$ cat src/elpc_pkg.sv
// Shared types and constants for the line-art eye pixel classifier.
// No dependencies; used by elpc_cfg and eye_lineart_pixel_classifier.
package elpc_pkg;

    // Width of the wide signed datapath that holds the scaled lid and
    // catchlight terms.
    localparam int WIDE = 60;

    // Configuration address width and register indexes.
    localparam int ADDR_W = 5;
    localparam logic [2:0] REG_EYE_CX     = 3'd0;
    localparam logic [2:0] REG_EYE_CY     = 3'd1;
    localparam logic [2:0] REG_PUPIL_OX   = 3'd2;
    localparam logic [2:0] REG_PUPIL_OY   = 3'd3;
    localparam logic [2:0] REG_PUPIL_SC   = 3'd4;
    localparam logic [2:0] REG_LID_DROOP  = 3'd5;
    localparam logic [2:0] REG_INNER_SH   = 3'd6;
    localparam logic [2:0] REG_OUTER_SH   = 3'd7;

    // Pixel class codes.
    localparam logic [2:0] CLS_NONE  = 3'd0;
    localparam logic [2:0] CLS_LINE  = 3'd1;
    localparam logic [2:0] CLS_IRIS  = 3'd2;
    localparam logic [2:0] CLS_PUPIL = 3'd3;
    localparam logic [2:0] CLS_CATCH = 3'd4;

    // Lid opening limits, in units of 1/6400.
    localparam logic signed [15:0] LID_NOMINAL = 16'sd6400;
    localparam logic signed [15:0] LID_MIN     = 16'sd256;
    localparam logic signed [15:0] LID_MAX     = 16'sd6720;

    // Configuration registers and the values derived from them.
    typedef struct packed {
        logic        [7:0]      eye_cx;
        logic        [7:0]      eye_cy;
        logic signed [8:0]      pupil_ox;
        logic signed [8:0]      pupil_oy;
        logic        [8:0]      pupil_sc;
        logic signed [8:0]      inner_sh;
        logic signed [8:0]      outer_sh;
        logic        [12:0]     lid_span;
        logic signed [WIDE-1:0] lid_base;
        logic        [31:0]     pupil_p;
        logic signed [WIDE-1:0] pupil_pp;
    } t_cfg;

endpackage

$ cat src/elpc_cfg.sv
// APB register file for the eye classifier, plus values derived from it.
// Depends on elpc_pkg.
module elpc_cfg
    import elpc_pkg::*;
#(
    parameter int RADIUS_PX = 35
) (
    input  logic              i_clk,
    input  logic              i_rst_n,
    input  logic              psel,
    input  logic              penable,
    input  logic              pwrite,
    input  logic [ADDR_W-1:0] paddr,
    input  logic [31:0]       pwdata,
    output logic [31:0]       prdata,
    output logic              pready,
    output t_cfg              o_cfg
);

    logic        [7:0]  r_eye_cx, r_eye_cy;
    logic signed [8:0]  r_pupil_ox, r_pupil_oy, r_droop, r_inner, r_outer;
    logic        [8:0]  r_pupil_sc;
    logic        [12:0] r_lid_span;
    logic signed [WIDE-1:0] r_lid_base, r_pupil_pp;
    logic        [31:0] r_pupil_p;
    logic signed [15:0] lid_raw;
    logic        [12:0] n_lid_span;
    logic        [2:0]  reg_idx;
    logic               wr_en;

    assign reg_idx = paddr[ADDR_W-1:2];
    assign wr_en   = psel && penable && pwrite;
    assign pready  = 1'b1;

    always_ff @(posedge i_clk) begin
        if (!i_rst_n) begin
            r_eye_cx   <= 8'd82;
            r_eye_cy   <= 8'd120;
            r_pupil_ox <= '0;
            r_pupil_oy <= '0;
            r_pupil_sc <= 9'd256;
            r_droop    <= '0;
            r_inner    <= '0;
            r_outer    <= '0;
        end else if (wr_en) begin
            unique case (reg_idx)
                REG_EYE_CX:    r_eye_cx   <= pwdata[7:0];
                REG_EYE_CY:    r_eye_cy   <= pwdata[7:0];
                REG_PUPIL_OX:  r_pupil_ox <= pwdata[8:0];
                REG_PUPIL_OY:  r_pupil_oy <= pwdata[8:0];
                REG_PUPIL_SC:  r_pupil_sc <= pwdata[8:0];
                REG_LID_DROOP: r_droop    <= pwdata[8:0];
                REG_INNER_SH:  r_inner    <= pwdata[8:0];
                REG_OUTER_SH:  r_outer    <= pwdata[8:0];
                default: ;
            endcase
        end
    end

    always_comb begin
        unique case (reg_idx)
            REG_EYE_CX:    prdata = 32'(r_eye_cx);
            REG_EYE_CY:    prdata = 32'(r_eye_cy);
            REG_PUPIL_OX:  prdata = 32'(unsigned'(r_pupil_ox));
            REG_PUPIL_OY:  prdata = 32'(unsigned'(r_pupil_oy));
            REG_PUPIL_SC:  prdata = 32'(r_pupil_sc);
            REG_LID_DROOP: prdata = 32'(unsigned'(r_droop));
            REG_INNER_SH:  prdata = 32'(unsigned'(r_inner));
            REG_OUTER_SH:  prdata = 32'(unsigned'(r_outer));
            default:       prdata = '0;
        endcase
    end

    // Lid opening L = 6400 - 40*droop, clamped.
    assign lid_raw = LID_NOMINAL - (16'sd40 * 16'(r_droop));
    always_comb begin
        if (lid_raw < LID_MIN) begin
            n_lid_span = 13'(LID_MIN);
        end else if (lid_raw > LID_MAX) begin
            n_lid_span = 13'(LID_MAX);
        end else begin
            n_lid_span = 13'(lid_raw);
        end
    end

    // Derived: lid span and pupil_p registered, then lid_base and pupil_pp.
    always_ff @(posedge i_clk) begin
        r_lid_span <= n_lid_span;
        r_lid_base <= WIDE'(8 * RADIUS_PX * RADIUS_PX * RADIUS_PX)
                      * $signed(WIDE'(r_lid_span));
        r_pupil_p  <= 32'(11 * RADIUS_PX) * 32'(r_pupil_sc);
        r_pupil_pp <= $signed(WIDE'(64'(r_pupil_p) * 64'(r_pupil_p)));
    end

    always_comb begin
        o_cfg.eye_cx   = r_eye_cx;
        o_cfg.eye_cy   = r_eye_cy;
        o_cfg.pupil_ox = r_pupil_ox;
        o_cfg.pupil_oy = r_pupil_oy;
        o_cfg.pupil_sc = r_pupil_sc;
        o_cfg.inner_sh = r_inner;
        o_cfg.outer_sh = r_outer;
        o_cfg.lid_span = r_lid_span;
        o_cfg.lid_base = r_lid_base;
        o_cfg.pupil_p  = r_pupil_p;
        o_cfg.pupil_pp = r_pupil_pp;
    end

endmodule

$ cat config.mk
export PLATFORM = sky130hd
export DESIGN_NAME = elpc_cfg
export DESIGN_NICKNAME = d
export VERILOG_FILES = /design/src/elpc_pkg.sv /design/src/elpc_cfg.sv
export SDC_FILE = /design/constraint.sdc
export NUM_CORES = 1
export LEC_CHECK = 0
export BUFFER_PORTS_ARGS = -buffer_cell sky130_fd_sc_hd__buf_2
export CAP_MARGIN = 20
export CORE_MARGIN = 1.5
export CORE_UTILIZATION = 50
export CTS_CLUSTER_DIAMETER = 30
export DETAILED_ROUTE_END_ITERATION = 10
export HOLD_SLACK_MARGIN = 0.1
export PLACE_DENSITY = 0.72
export SETUP_SLACK_MARGIN = 0.2
export SYNTH_ARGS = -nofsm -noshare
export SYNTH_HDL_FRONTEND = slang
export SYNTH_SLANG_ARGS = --single-unit
$ cat constraint.sdc
create_clock -name i_clk -period 17.5 [get_ports i_clk]
set_input_delay 2.625 -clock i_clk [delete_from_list [all_inputs] [get_ports i_clk]]
set_output_delay 2.625 -clock i_clk [all_outputs]
set_load 0.05 [all_outputs]
After elaboration in Yosys (flattened, before gate mapping):

Cells that the tools add are included.

* input port bits: 42
* logic and storage cells: 41
* flip-flop bits (word level): 194
* output and inout bits: 259

* multipliers: 4
* magnitude comparators: 2
* multiplexer cells: 2
* add/sub/neg operators: 1
* eq/ne operators: 7
* reduce and logical (&&, ||, !) cells: 12

Operators by type and width (count)
* case mux 32 bit (8 select lines): 1
* multiplier 18 x 18 -> 36 bit: 1
* multiplier 16 x 13 -> 29 bit, first input constant: 1
* multiplier 9 x 9 -> 18 bit, first input constant: 1
* > comparator 16 x 14 -> 1 bit, second input constant: 1
* less-than comparator 16 x 10 -> 1 bit, second input constant: 1
* AND reduction 2 bit: 8
* subtractor 14 x 16 -> 16 bit, first input constant: 1
* multiplier 4 x 9 -> 13 bit, first input constant: 1
* two-way mux 13 bit: 1
* == test 3 bit, second input constant: 4
* == test 3 x 2 -> 1 bit, second input constant: 2
* == test 3 x 1 -> 1 bit, second input constant: 1
* zero test 3 bit: 1
* logical AND 1 bit: 2
* OR reduction 2 bit: 1

Logic depth before layout (Yosys ltp):

Gate-level depths: netlist (run 1).

* depth after elaboration: 4
* mapped depth: 25
* mapped depth without buffers: 23

Worst setup path after synthesis (run 1):

No wires, ideal clock.

* kind: in2out
* start point: input port paddr[2]
* end point: output port prdata[8]
* stages: 4
* arrival: 4510 ps
* buffers on the path: 2
* required time: 14875 ps
* slack: 10365 ps
* path through: buf_1 clkbuf_1 mux2i_1 o21ai_0

* word-level cells in the longest chain between the ends: 2
* elaborated cells on any way between the ends: 9
* those cells by class: eq/ne: 7; mux: 1; reduce/logical: 1

Ends and longest elaborated chain
* from (decl): RTL line elpc_cfg.sv:13 `input logic [ADDR_W-1:0] paddr,`
* == test 3 bit (tied with other cells): RTL line elpc_cfg.sv:61 `unique case (reg_idx)`
* case mux 32 bit (8 select lines) *: RTL line elpc_cfg.sv:61
* to (decl): RTL line elpc_cfg.sv:15 `output logic [31:0] prdata,`

Every way passes the cells marked *; elsewhere a longest branch is shown, timed or not. The select of a mux whose other input is x is not followed.

Final worst setup path (run 1):

* start point: input port paddr[3]
* end point: output port prdata[0]

Same word-level chain as after synthesis.

==> reports/summary.txt, run 1 <==
====================================================================================================
RSZ-0062 raised after global routing                                                           false
Width of the die                                                                              201 um
Number of enable flip-flop cells after synthesis                                                   0
Max frequency                                                                                134 MHz
Detail-routed via count per cell                                                                5.14
Number of library cell types mapped by synthesis                                                  74
Die boundary height                                                                           201 um
Cell Count Post-Placement                                                                       2717
Final min period                                                                             7.47 ns
Total global routing track utilization                                                         22.9%
Worst clock skew                                                                           0.0126 ns
Async set-reset flop share out of synthesis                                                       0%
Post-synthesis instance area                                                               19600 um2
Leading post-synthesis cells by instance count                                          sky130_fd_sc_hd__inv_1 (407), sky130_fd_sc_hd__fa_1 (278), sky130_fd_sc_hd__ha_1 (240)
Simple-gate portion of the synthesized area                                                    11.5%
Number of hold-repair buffers added at the cts stage                                               0
Via Count                                                                                      14100
Largest stage delay, worst path                                                              0.51 ns
TritonCTS clock tree                                                                             yes
Reported max-cap violation count                                                                   0
Adder and majority cell fraction of the synthesized area                                       43.8%
Detailed placement HPWL                                                                     35600 um
Worst Reg2Reg Path Length in Cells                                                                19
Final weighted congestion in routability-driven placement                                      0.878
Number of diodes                                                                                   0
Post-placement worst setup slack                                                            10.04 ns
Initial antenna violation count                                                                    0
CP endpoint kind                                                                         output port
Path class of the lowest-slack min-delay path                                           flop to flop
Post-synthesis mux area share                                                                  4.09%
Number of buffers created by CTS                                                                  17
Routed wire per std cell                                                                     16.1 um
Max clock buf depth                                                                                2
Post-route DRC violation count                                                                     0
CTS resizes                                                                                        0
Number of H-tree levels                                                                            4
Number of endpoints failing setup at the final stage                                               0
Number of global-route vias before repair                                                      14900
First-pass detailed-route iteration total                                                          5
Root Buffer                                                                             sky130_fd_sc_hd__clkbuf_16
Die area                                                                                   40300 um2
Total negative setup slack                                                                      0 ns
Power Dens Cells                                                                         61.8 nW/um2
Number of instances in the synthesized netlist                                                  2078
Required time of the critical path                                                          14.88 ns
I/O pins                                                                                         301
Final Hold Violating Endpoints                                                                     0
Critical-path cell with the highest stage delay                                         sky130_fd_sc_hd__buf_2
Number of I/O port buffers                                                                       175
IR Drop Worst-Case VDD                                                                    0.000115 V
Sequential element share of the synthesized area                                               16.3%
Synth Area in Compound Gates                                                                   8.44%
NumNets Final                                                                                   2779
Post-route setup slack                                                                      10.03 ns
Fraction of synthesized cell area taken by the top area cell type                              28.4%
Result of the run                                                                       complete, no violations
Area of the core region                                                                    38600 um2
Clock sink total                                                                                 159
Largest cells by area after synthesis                                                   sky130_fd_sc_hd__fa_1 (28%), sky130_fd_sc_hd__dfxtp_1 (16%), sky130_fd_sc_hd__ha_1 (15%)
Maximum net fanout on the critical path                                                           30
Final Slew Violations                                                                              0
CP Cell Sequence                                                                        buf_2, clkinv_1, a221oi_1, nor2_1, a311oi_1, nor2_1, buf_2
Number of warnings issued by yosys                                                                 0
Largest family of logic cells by synthesized area                                        adder cells
Detailed Route Iter0 Violations                                                                  774
Kind of critical path                                                                   input port to output port
Clock network latency to the later pin of the worst-skew pair                                0.47 ns
Primary flip-flop cell chosen by synthesis mapping                                      sky130_fd_sc_hd__dfxtp_1
Maximum number of pins on one net before global-route repair                                      71
Ratio of final minimum period to clock period                                                  42.7%
Number of storage elements in the synthesis netlist                                              159
Startpoint type of the worst setup path                                                   input port
Antenna-violating nets left                                                                        0
First-pass GRT wire length                                                                  74100 um
Actual slew at the worst max-slew pin                                                        1.10 ns
Clock-pin slew reported for the worst setup and hold paths after clock tree synthesis        0.08 ns
Mean cell area of the mapped netlist                                                        9.41 um2
Sum of overflow across all layers after global routing                                             0
Count of non-filler cells in the finished layout                                                2750
Area after DPL                                                                             20500 um2
Headroom to the max-slew limit                                                                 26.2%
Most used standard cell by instance count after synthesis                               sky130_fd_sc_hd__inv_1
Non-Filler Cell Area, Final                                                                21100 um2
Number of setup buffers added after CTS                                                            0
Number of cells traversed by the worst hold path                                                   0
Final wirelength                                                                            44300 um
Area Growth Syn to Fin                                                                         8.05%
Initial core utilization                                                                       50.6%
Library cell with the largest summed area after synthesis                               sky130_fd_sc_hd__fa_1
Xor-xnor portion of the synthesized cell area                                                  3.13%
Arr. time, crit path                                                                         4.84 ns
Total chip power                                                                             1310 uW
Row count                                                                                         72
Leakage                                                                                    0.0114 uW
Share of final-layout standard cells stronger than drive strength 1                            11.1%
====================================================================================================
-- path summary, 6_finish.rpt --
check | from | endpoint | slack [ns]
setup reg to reg | r_pupil_p[12]$_DFF_P_ | r_pupil_pp[34]$_DFF_P_ | 10.33
setup / recovery | paddr[3] | prdata[0] | 10.03
hold / removal | r_pupil_sc[0]$_SDFFE_PN0P_ | r_pupil_p[0]$_DFF_P_ | 0.48
hold reg to reg | r_pupil_sc[0]$_SDFFE_PN0P_ | r_pupil_p[0]$_DFF_P_ | 0.48
-- state kept, by name, summed over array words and instances, names as in the netlist --
name / count
r_pupil_oy: 9
r_outer: 9
r_pupil_ox: 9
r_droop: 9
r_lid_base: 26
r_pupil_p: 18
r_pupil_pp: 35
r_eye_cy: 8
r_pupil_sc: 9
r_inner: 9
r_lid_span: 10
r_eye_cx: 8
-- worst max-delay path: cells and delay by family --
family / cells / cell delay [ns]
simple gates: 2 / 0.20
compound gates: 2 / 0.77
buf+inv: 3 / 1.23
-- area by class of cell --
type,instances,area [um2]
fillers,3429,17500
repair buffers,179,910
multi-input cells,1454,14300
clock buffers,17,425
inverters,408,1530
well taps,518,648
flip-flops and latches,159,3180
clock inverters,15,188
-- routing by layer --
metal	global-route usage, %	vias to the layer above	share of wire, %
met2	40.1	378	50
met5	0	-	0
met1	28.9	7016	42
li1	-	6679	-
met3	3.52	57	5.0
met4	7.47	0	2.2
-- kinds of logic after synthesis --
logic type,Yosys count
compound gates,242
xor+xnor,70
fa+ha+maj,518
buf+inv,563
flops,159
mux,73
other cells,2
simple gates,451
-- power by group --
part	leakage [uW]	internal (uW)	total (uW)	switching, uW
Combinational	0.00981	156	511	355
Sequential	0.00129	395	409	14.3
Clock	0.000293	195	387	192
-- per-stage QoR --
step,hold slack (ns),util [%]
6_report,0.485,54.7
3_5_place_dp,0.465,53.1
4_1_cts,0.477,54.7
3_3_place_gp,0.478,53.1
5_1_grt,0.490,54.7
2_1_floorplan,0.495,-
-- cells in the final DEF, fill, tap and decap left out, drive strengths merged, types with 49 or more instances in the layout --
cell type,count
inv,415
fa,278
ha,240
buf,179
nand2,160
dfxtp,159
conb,100
and2,68
nor2,68
nor2b,66
mux2i,62
a21oi,59
o21ai,53
xnor2,49
Note: power is estimated with default switching activity, not from simulation.
==> run 2, diff against run 1 <==
PLACE_DENSITY = 0.74   (was 0.72)
clock period = 6.1 ns   (was 17.5 ns; I/O delays follow)
==> run 2 against run 1 <==
Setup slack worse by 9.9 ns. Critical endpoint is now r_pupil_pp[34]$_DFF_P_. Sequential share of layout area shrank 0.76 points. Die area unchanged. Register-to-register slack lost 10 ns. Largest cell class unchanged. First-iteration DRC count increased by 5.0%. Count of clock-buffer cells in the layout is 1 higher. Hold slack improved by 0.0066 ns. Combinational power grew to 3.0 times the previous value. Sequential cell count unchanged. Utilization up 3.9 points. Clock power grew to 2.9 times the previous value.
==> reports/summary.txt, run 2 (synthesized netlist as in run 1, its figures left out) <==
====================================================================================================
Result of the run                                                                       complete, no violations
Total global routing track utilization                                                         24.1%   +1.2 points
Reported max-cap violation count                                                                   0   unchanged
Initial antenna violation count                                                                    0   unchanged
Die area                                                                                   40300 um2   unchanged
Final Slew Violations                                                                              0   unchanged
CP endpoint kind                                                                                flop
Actual slew at the worst max-slew pin                                                        1.12 ns   +0.0128 ns
Headroom to the max-slew limit                                                                 25.3%   -0.86 points
Number of cells traversed by the worst hold path                                                   0   unchanged
NumNets Final                                                                                   2896   +4.2%
Clock network latency to the later pin of the worst-skew pair                                0.47 ns   about the same
Register containing the most flip-flops in the final layout                               r_pupil_pp
Post-route DRC violation count                                                                     0   unchanged
Max frequency                                                                                169 MHz
Number of buffers created by CTS                                                                  17   unchanged
Most common cell after layout, fill and taps aside                                      sky130_fd_sc_hd__inv_1
First-pass GRT wire length                                                                  77500 um   +4.6%
First-pass detailed-route iteration total                                                          5   unchanged
Kind of critical path                                                                   flop to flop
Clock sink total                                                                                 159   unchanged
Share of final-layout standard cells stronger than drive strength 1                            19.5%   +8.4 points
Worst Reg2Reg Path Length in Cells                                                                22   +3
End of the worst register-to-register path                                              r_pupil_pp[34]$_DFF_P_
Slack of the worst reg-to-reg path                                                           0.18 ns   -10.15 ns
Total negative setup slack                                                                      0 ns   unchanged
Top library cells by usage in the layout, fill and taps aside                           sky130_fd_sc_hd__inv_1 (397), sky130_fd_sc_hd__fa_1 (272), sky130_fd_sc_hd__ha_1 (228)
Startpoint type of the worst setup path                                                         flop
Non-Filler Cell Area, Final                                                                22600 um2   +7.1%
Routed wire per std cell                                                                     16.5 um   +2.7%
Worst clock skew                                                                           0.0127 ns   +0.000178 ns
Number of flip-flops under the largest register name                                              35   unchanged
Arr. time, crit path                                                                         6.26 ns   +1.42 ns
Number of hold-repair buffers added at the cts stage                                               0   unchanged
Via Count                                                                                      14800   +4.8%
Capture point of the worst path                                                         r_pupil_pp[34]$_DFF_P_
Root Buffer                                                                             sky130_fd_sc_hd__clkbuf_16
Power Dens Cells                                                                          170 nW/um2   +170%
Total chip power                                                                             3840 uW   +190%
Area after DPL                                                                             21400 um2   +4.2%
Final Hold Violating Endpoints                                                                     0   unchanged
Clock-pin slew reported for the worst setup and hold paths after clock tree synthesis        0.08 ns   about the same
RSZ-0062 raised after global routing                                                            true
Post-route worst hold slack                                                                 0.491 ns   +0.00664 ns
Row count                                                                                         72   unchanged
Crit path from                                                                          r_pupil_p[7]$_DFF_P_
Final min period                                                                             5.92 ns
Area of the core region                                                                    38600 um2   unchanged
Initial core utilization                                                                       50.6%   unchanged
Maximum number of pins on one net before global-route repair                                      71   unchanged
IR Drop Worst-Case VDD                                                                    0.000306 V   +170%
Number of H-tree levels                                                                            4   unchanged
Path class of the lowest-slack min-delay path                                           flop to flop
FF-to-FF Start                                                                          r_pupil_p[7]$_DFF_P_
TritonCTS clock tree                                                                             yes
Largest registers in the final layout                                                   r_pupil_pp: 35 flops, r_lid_base: 26 flops, r_pupil_p: 18 flops
Final wirelength                                                                            47400 um   +7.1%
Leakage                                                                                    0.0121 uW   +6.3%
Antenna-violating nets left                                                                        0   unchanged
I/O pins                                                                                         301   unchanged
Detailed Route Iter0 Violations                                                                  813   +5.0%
Area Growth Syn to Fin                                                                         15.7%
Final weighted congestion in routability-driven placement                                      0.937   +6.6%
Ratio of final minimum period to clock period                                                  97.0%
Number of global-route vias before repair                                                      15500   +3.9%
Detail-routed via count per cell                                                                5.16   +0.48%
Detailed placement HPWL                                                                     38100 um   +7.0%
Number of endpoints failing setup at the final stage                                               0   unchanged
Maximum net fanout on the critical path                                                            7   -77%
Width of the die                                                                              201 um   unchanged
Required time of the critical path                                                           6.44 ns   -8.44 ns
Die boundary height                                                                           201 um   unchanged
Max clock buf depth                                                                                2   unchanged
Sum of overflow across all layers after global routing                                             0   unchanged
Number of I/O port buffers                                                                       175   unchanged
====================================================================================================
==> run 2: cell types whose count changed in the layout (fill, tap and decap cells not counted), sizes merged <==
cell      previous run  this run
clkinvlp             1         2
bufinv               0         1
clkinv               7         4
buf                179       296
clkbuf              17        18
diode                0         1
==> run 2: layer usage <==
| layer | GRT usage (%) | up-vias | share of wire, % |
|---|---|---|---|
| li1 | - | 6916 | - |
| met1 | 31.0 | 7356 | 43 |
| met2 | 41.5 | 447 | 49 |
| met3 | 2.71 | 88 | 4.7 |
| met4 | 9.69 | 0 | 3.1 |
| met5 | 0 | - | 0 |
==> run 2: timing repair <==
| action | 4_1_cts | 5_1_grt |
|---|---|---|
| pin swaps | 30 | 42 |
| endpoints found under the setup margin | 13 | 12 |
| resized for setup | 43 | 82 |
| setup buffers | 5 | 8 |
==> run 2: final cells by class <==
cell class	instances	area [um2]
Antenna cell	1	2.50
Clock buffer	18	439
Clock inverter	14	164
Fill cell	3315	16000
Inverter	408	1530
Multi-Input combinational cell	1454	14700
Sequential cell	159	3240
Tap cell	518	648
Timing Repair Buffer	296	1880
==> run 2: power by group <==
part,switching (uW),internal [uW]
registers,33.6,1130
logic,1060,490
clock network,535,596
==> run 2: how the worst min path moves through the flow <==
stage                                     from                       end  slack, ns
floorplan              r_droop[0]$_SDFFE_PN0P_  r_lid_span[3]$_SDFF_PP0_       0.49
global placement    r_pupil_sc[5]$_SDFFE_PN0P_      r_pupil_p[5]$_DFF_P_       0.47
finish              r_pupil_sc[5]$_SDFFE_PN0P_      r_pupil_p[5]$_DFF_P_       0.49
detailed placement  r_pupil_sc[5]$_SDFFE_PN0P_      r_pupil_p[5]$_DFF_P_       0.47
global route        r_pupil_sc[5]$_SDFFE_PN0P_      r_pupil_p[5]$_DFF_P_       0.50
CTS                 r_pupil_sc[5]$_SDFFE_PN0P_      r_pupil_p[5]$_DFF_P_       0.49
==> run 2: critical path, stage by stage, from the launching register on <==
cell and delay, ns:
sky130_fd_sc_hd__dfxtp_4 0.41, sky130_fd_sc_hd__buf_4 0.13, sky130_fd_sc_hd__nand2_1 0.06, sky130_fd_sc_hd__fa_1 0.56, sky130_fd_sc_hd__inv_1 0.07, sky130_fd_sc_hd__fa_1 0.50, sky130_fd_sc_hd__fa_1 0.61, sky130_fd_sc_hd__fa_1 0.47
sky130_fd_sc_hd__fa_1 0.54, sky130_fd_sc_hd__inv_1 0.06, sky130_fd_sc_hd__fa_1 0.49, sky130_fd_sc_hd__inv_2 0.04, sky130_fd_sc_hd__ha_4 0.25, sky130_fd_sc_hd__o21a_1 0.14, sky130_fd_sc_hd__o211ai_1 0.09, sky130_fd_sc_hd__buf_4 0.16
sky130_fd_sc_hd__nand4bb_4 0.22, sky130_fd_sc_hd__a31oi_1 0.17, sky130_fd_sc_hd__buf_4 0.18, sky130_fd_sc_hd__o31ai_4 0.09, sky130_fd_sc_hd__a21oi_2 0.18, sky130_fd_sc_hd__mux2i_1 0.23, sky130_fd_sc_hd__o2111ai_1 0.12
==> run 2: metrics by stage <==
step                std cells  util, %  setup slack (ns)
global route             2867     58.6           -0.0335
detailed placement       2821     55.3            -0.145
global placement         2820     55.3           -0.0662
CTS                      2858     57.6             0.199
floorplan                2176        -             0.134
finish                   2868     58.6             0.181
==> run 3, diff against run 2 <==
--- a/config.mk
+++ b/config.mk
@@ -11,4 +11,5 @@
 export CORE_UTILIZATION = 50
 export CTS_CLUSTER_DIAMETER = 30
+export CTS_CLUSTER_SIZE = 20
 export DETAILED_ROUTE_END_ITERATION = 10
 export HOLD_SLACK_MARGIN = 0.1
==> constraint.sdc (replaced) <==
create_clock -name i_clk -period 6.1 [get_ports i_clk]
set_input_delay 0.915 -clock i_clk [delete_from_list [all_inputs] [get_ports i_clk]]
set_output_delay 0.915 -clock i_clk [all_outputs]
set_load 0.1 [all_outputs]
==> run 3 against run 2 <==
Maximum frequency rose by 1.6%. Register-to-register slack improved by 0.09 ns. Global-route usage fell by 0.95 points. Clock power fell by 5%. Sequential share of layout area rose by 0.25 points. Total power rose by 10%. Die area did not move. Final area fell by 1.4%. First-iteration DRC count fell by 12%. Clock skew rose by 0.0023 ns. Critical path depth rose by 1. Critical path type unchanged. Largest cell class unchanged.
==> reports/summary.txt, run 3 (synthesized netlist as in run 1, its figures left out) <==
====================================================================================================
Area Growth Syn to Fin                                                                         14.0%
Total negative setup slack                                                                      0 ns   unchanged
Required time of the critical path                                                           6.44 ns   about the same
Actual slew at the worst max-slew pin                                                        1.13 ns   +0.0106 ns
Power Dens Cells                                                                          190 nW/um2   +12%
Met1 GRT Util                                                                                  29.1%   -1.9 points
Number of buffers created by CTS                                                                  17   unchanged
Cell mode on critical path                                                              sky130_fd_sc_hd__fa_1
Number of cells traversed by the worst hold path                                                   0   unchanged
Root Buffer                                                                             sky130_fd_sc_hd__clkbuf_16
Largest registers in the final layout                                                   r_pupil_pp: 35 flops, r_lid_base: 26 flops, r_pupil_p: 18 flops
Register containing the most flip-flops in the final layout                               r_pupil_pp
Worst Reg2Reg Path Length in Cells                                                                23   +4.5%
Max clock buf depth                                                                                2   unchanged
Maximum net fanout on the critical path                                                            7   unchanged
Global-route track usage on met2                                                               40.1%   -1.4 points
Number of filler instances in the final layout                                                  3297   -0.54%
CP endpoint kind                                                                                flop
Die area                                                                                   40300 um2   unchanged
Final weighted congestion in routability-driven placement                                      0.894   -4.5%
Max frequency                                                                                172 MHz   +1.6%
RSZ-0062 raised after global routing                                                            true
TritonCTS clock tree                                                                             yes
Initial core utilization                                                                       50.6%   unchanged
First-pass GRT wire length                                                                  75000 um   -3.3%
Antenna-violating nets left                                                                        0   unchanged
Number of I/O port buffers                                                                       175   unchanged
Initial antenna violation count                                                                    0   unchanged
Maximum number of pins on one net before global-route repair                                      71   unchanged
Final wirelength                                                                            46100 um   -2.9%
Number of H-tree levels                                                                            4   unchanged
NumNets Final                                                                                   2867   -1.0%
Path class of the lowest-slack min-delay path                                           flop to flop
Kind of critical path                                                                   flop to flop
Critical-path cell with the highest stage delay                                         sky130_fd_sc_hd__fa_1
Final Slew Violations                                                                              0   unchanged
Cell Count Post-Placement                                                                       2765   -2.0%
Startpoint type of the worst setup path                                                         flop
Number of diodes                                                                                   0   -1
Detail-routed via count per cell                                                                5.13   -0.59%
Area after DPL                                                                             21000 um2   -1.9%
Non-Filler Cell Area, Final                                                                22300 um2   -1.4%
Clock-pin slew reported for the worst setup and hold paths after clock tree synthesis        0.08 ns   about the same
Width of the die                                                                              201 um   unchanged
Clock sink total                                                                                 159   unchanged
Final Hold Violating Endpoints                                                                     0   unchanged
Detailed Route Iter0 Violations                                                                  713   -12%
I/O pins                                                                                         301   unchanged
Detailed placement HPWL                                                                     36500 um   -4.2%
Ratio of final minimum period to clock period                                                  95.5%   -1.5 points
IR Drop Worst-Case VDD                                                                    0.000599 V   +96%
Number of hold-repair buffers added at the cts stage                                               0   unchanged
Via Count                                                                                      14600   -1.6%
Post-route DRC violation count                                                                     0   unchanged
Most utilized layer in the global route result                                                  met2
Result of the run                                                                       complete, no violations
Largest stage delay, worst path                                                              0.54 ns   -0.07 ns
Final min period                                                                             5.83 ns   -0.0922 ns
CP Cell Sequence                                                                        buf_12, and2_4, fa_1, fa_1, inv_2, fa_1, inv_1, fa_1, fa_1, inv_2, fa_1, inv_2, ha_4, o21a_1, buf_4, o211ai_1, nand4bb_1, a31oi_1, buf_4, o31ai_4, a21oi_2, mux2i_1, o2111ai_1
Routed wire per std cell                                                                     16.2 um   -1.8%
Number of global-route vias before repair                                                      15100   -2.1%
Row count                                                                                         72   unchanged
Worst clock skew                                                                           0.0151 ns   +0.00230 ns
Sum of overflow across all layers after global routing                                             0   unchanged
Number of flip-flops under the largest register name                                              35   unchanged
Arr. time, crit path                                                                         6.16 ns   -0.10 ns
Leakage                                                                                    0.0119 uW   -1.8%
Clock network latency to the later pin of the worst-skew pair                                0.47 ns   about the same
First-pass detailed-route iteration total                                                          5   unchanged
Count of non-filler cells in the finished layout                                                2838   -1.0%
Most common cell after layout, fill and taps aside                                      sky130_fd_sc_hd__inv_1
Top library cells by usage in the layout, fill and taps aside                           sky130_fd_sc_hd__inv_1 (398), sky130_fd_sc_hd__fa_1 (263), sky130_fd_sc_hd__ha_1 (227)
Core utilization of the finished layout                                                        57.7%   -0.85 points
Headroom to the max-slew limit                                                                 24.6%   -0.71 points
Reported max-cap violation count                                                                   0   unchanged
Total global routing track utilization                                                         23.2%   -0.95 points
Met3 capacity usage during global routing                                                      3.72%   +1.0 points
Die boundary height                                                                           201 um   unchanged
Number of endpoints failing setup at the final stage                                               0   unchanged
Share of final-layout standard cells stronger than drive strength 1                            18.9%   -0.62 points
Area of the core region                                                                    38600 um2   unchanged
====================================================================================================
run 3: cell types whose count changed in the layout (fill, tap and decap cells not counted), sizes merged:
cell      before  now
bufinv         1    0
clkbuf        18   17
diode          1    0
clkinvlp       2    3
buf          296  267
clkinv         4    5
run 3: critical path, delay by kind of cell, from the launching register on:
kind | cells | cell delay (ns)
AOI/OAI and AO/OA | 6 | 0.94
adders and majority gates | 7 | 3.24
buffers and inverters | 7 | 0.64
DFF | 1 | 0.38
muxes | 1 | 0.18
and+or+nand+nor | 2 | 0.31
run 3: repair_timing:
action	CTS	global route
endpoints found under the hold margin	0	0
endpoints found under the setup margin	8	13
buffers inserted	7	32
gates resized for setup	16	101
pin swaps	13	73
run 3: power breakdown:
| part | switching (uW) | internal, uW |
|---|---|---|
| logic | 1530 | 479 |
| registers | 35.0 | 1130 |
| clock network | 531 | 541 |
| total | 2090 | 2150 |
run 3: stage by stage:
stage                     setup WS, ns  total power [uW]  hold slack, ns
after detailed placement       -0.0700              3150           0.477
after global routing             0.101              4470           0.489
final                            0.273              4240           0.461
after CTS                        0.156              4240           0.478
after floorplan                  0.152              2890           0.495
after global placement         0.00653              3130           0.476
run 3: cell type report:
type                    count  area, um2  share of cell area (%)
multi-input cells        1454      14700                    65.8
flip-flops and latches    159       3250                    14.5
repair buffers            267       1630                    7.32
inverters                 408       1530                    6.86
well taps                 518        648                    2.91
clock buffers              17        425                    1.91
clock inverters            15        145                   0.651
run 3: final timing paths:
check / from / to / slack (ns)
worst max-delay path: r_pupil_p[7]$_DFF_P_ / r_pupil_pp[34]$_DFF_P_ / 0.27
worst min-delay path: r_pupil_sc[5]$_SDFFE_PN0P_ / r_pupil_p[5]$_DFF_P_ / 0.46
worst max register to register: r_pupil_p[7]$_DFF_P_ / r_pupil_pp[34]$_DFF_P_ / 0.27
worst min register to register: r_pupil_sc[5]$_SDFFE_PN0P_ / r_pupil_p[5]$_DFF_P_ / 0.46
run 3: routing by layer:
layer	vias up	wire, um
met4	0	1440
met3	85	2390
met5	-	0
met2	415	22800
met1	7224	19500
li1	6841	-
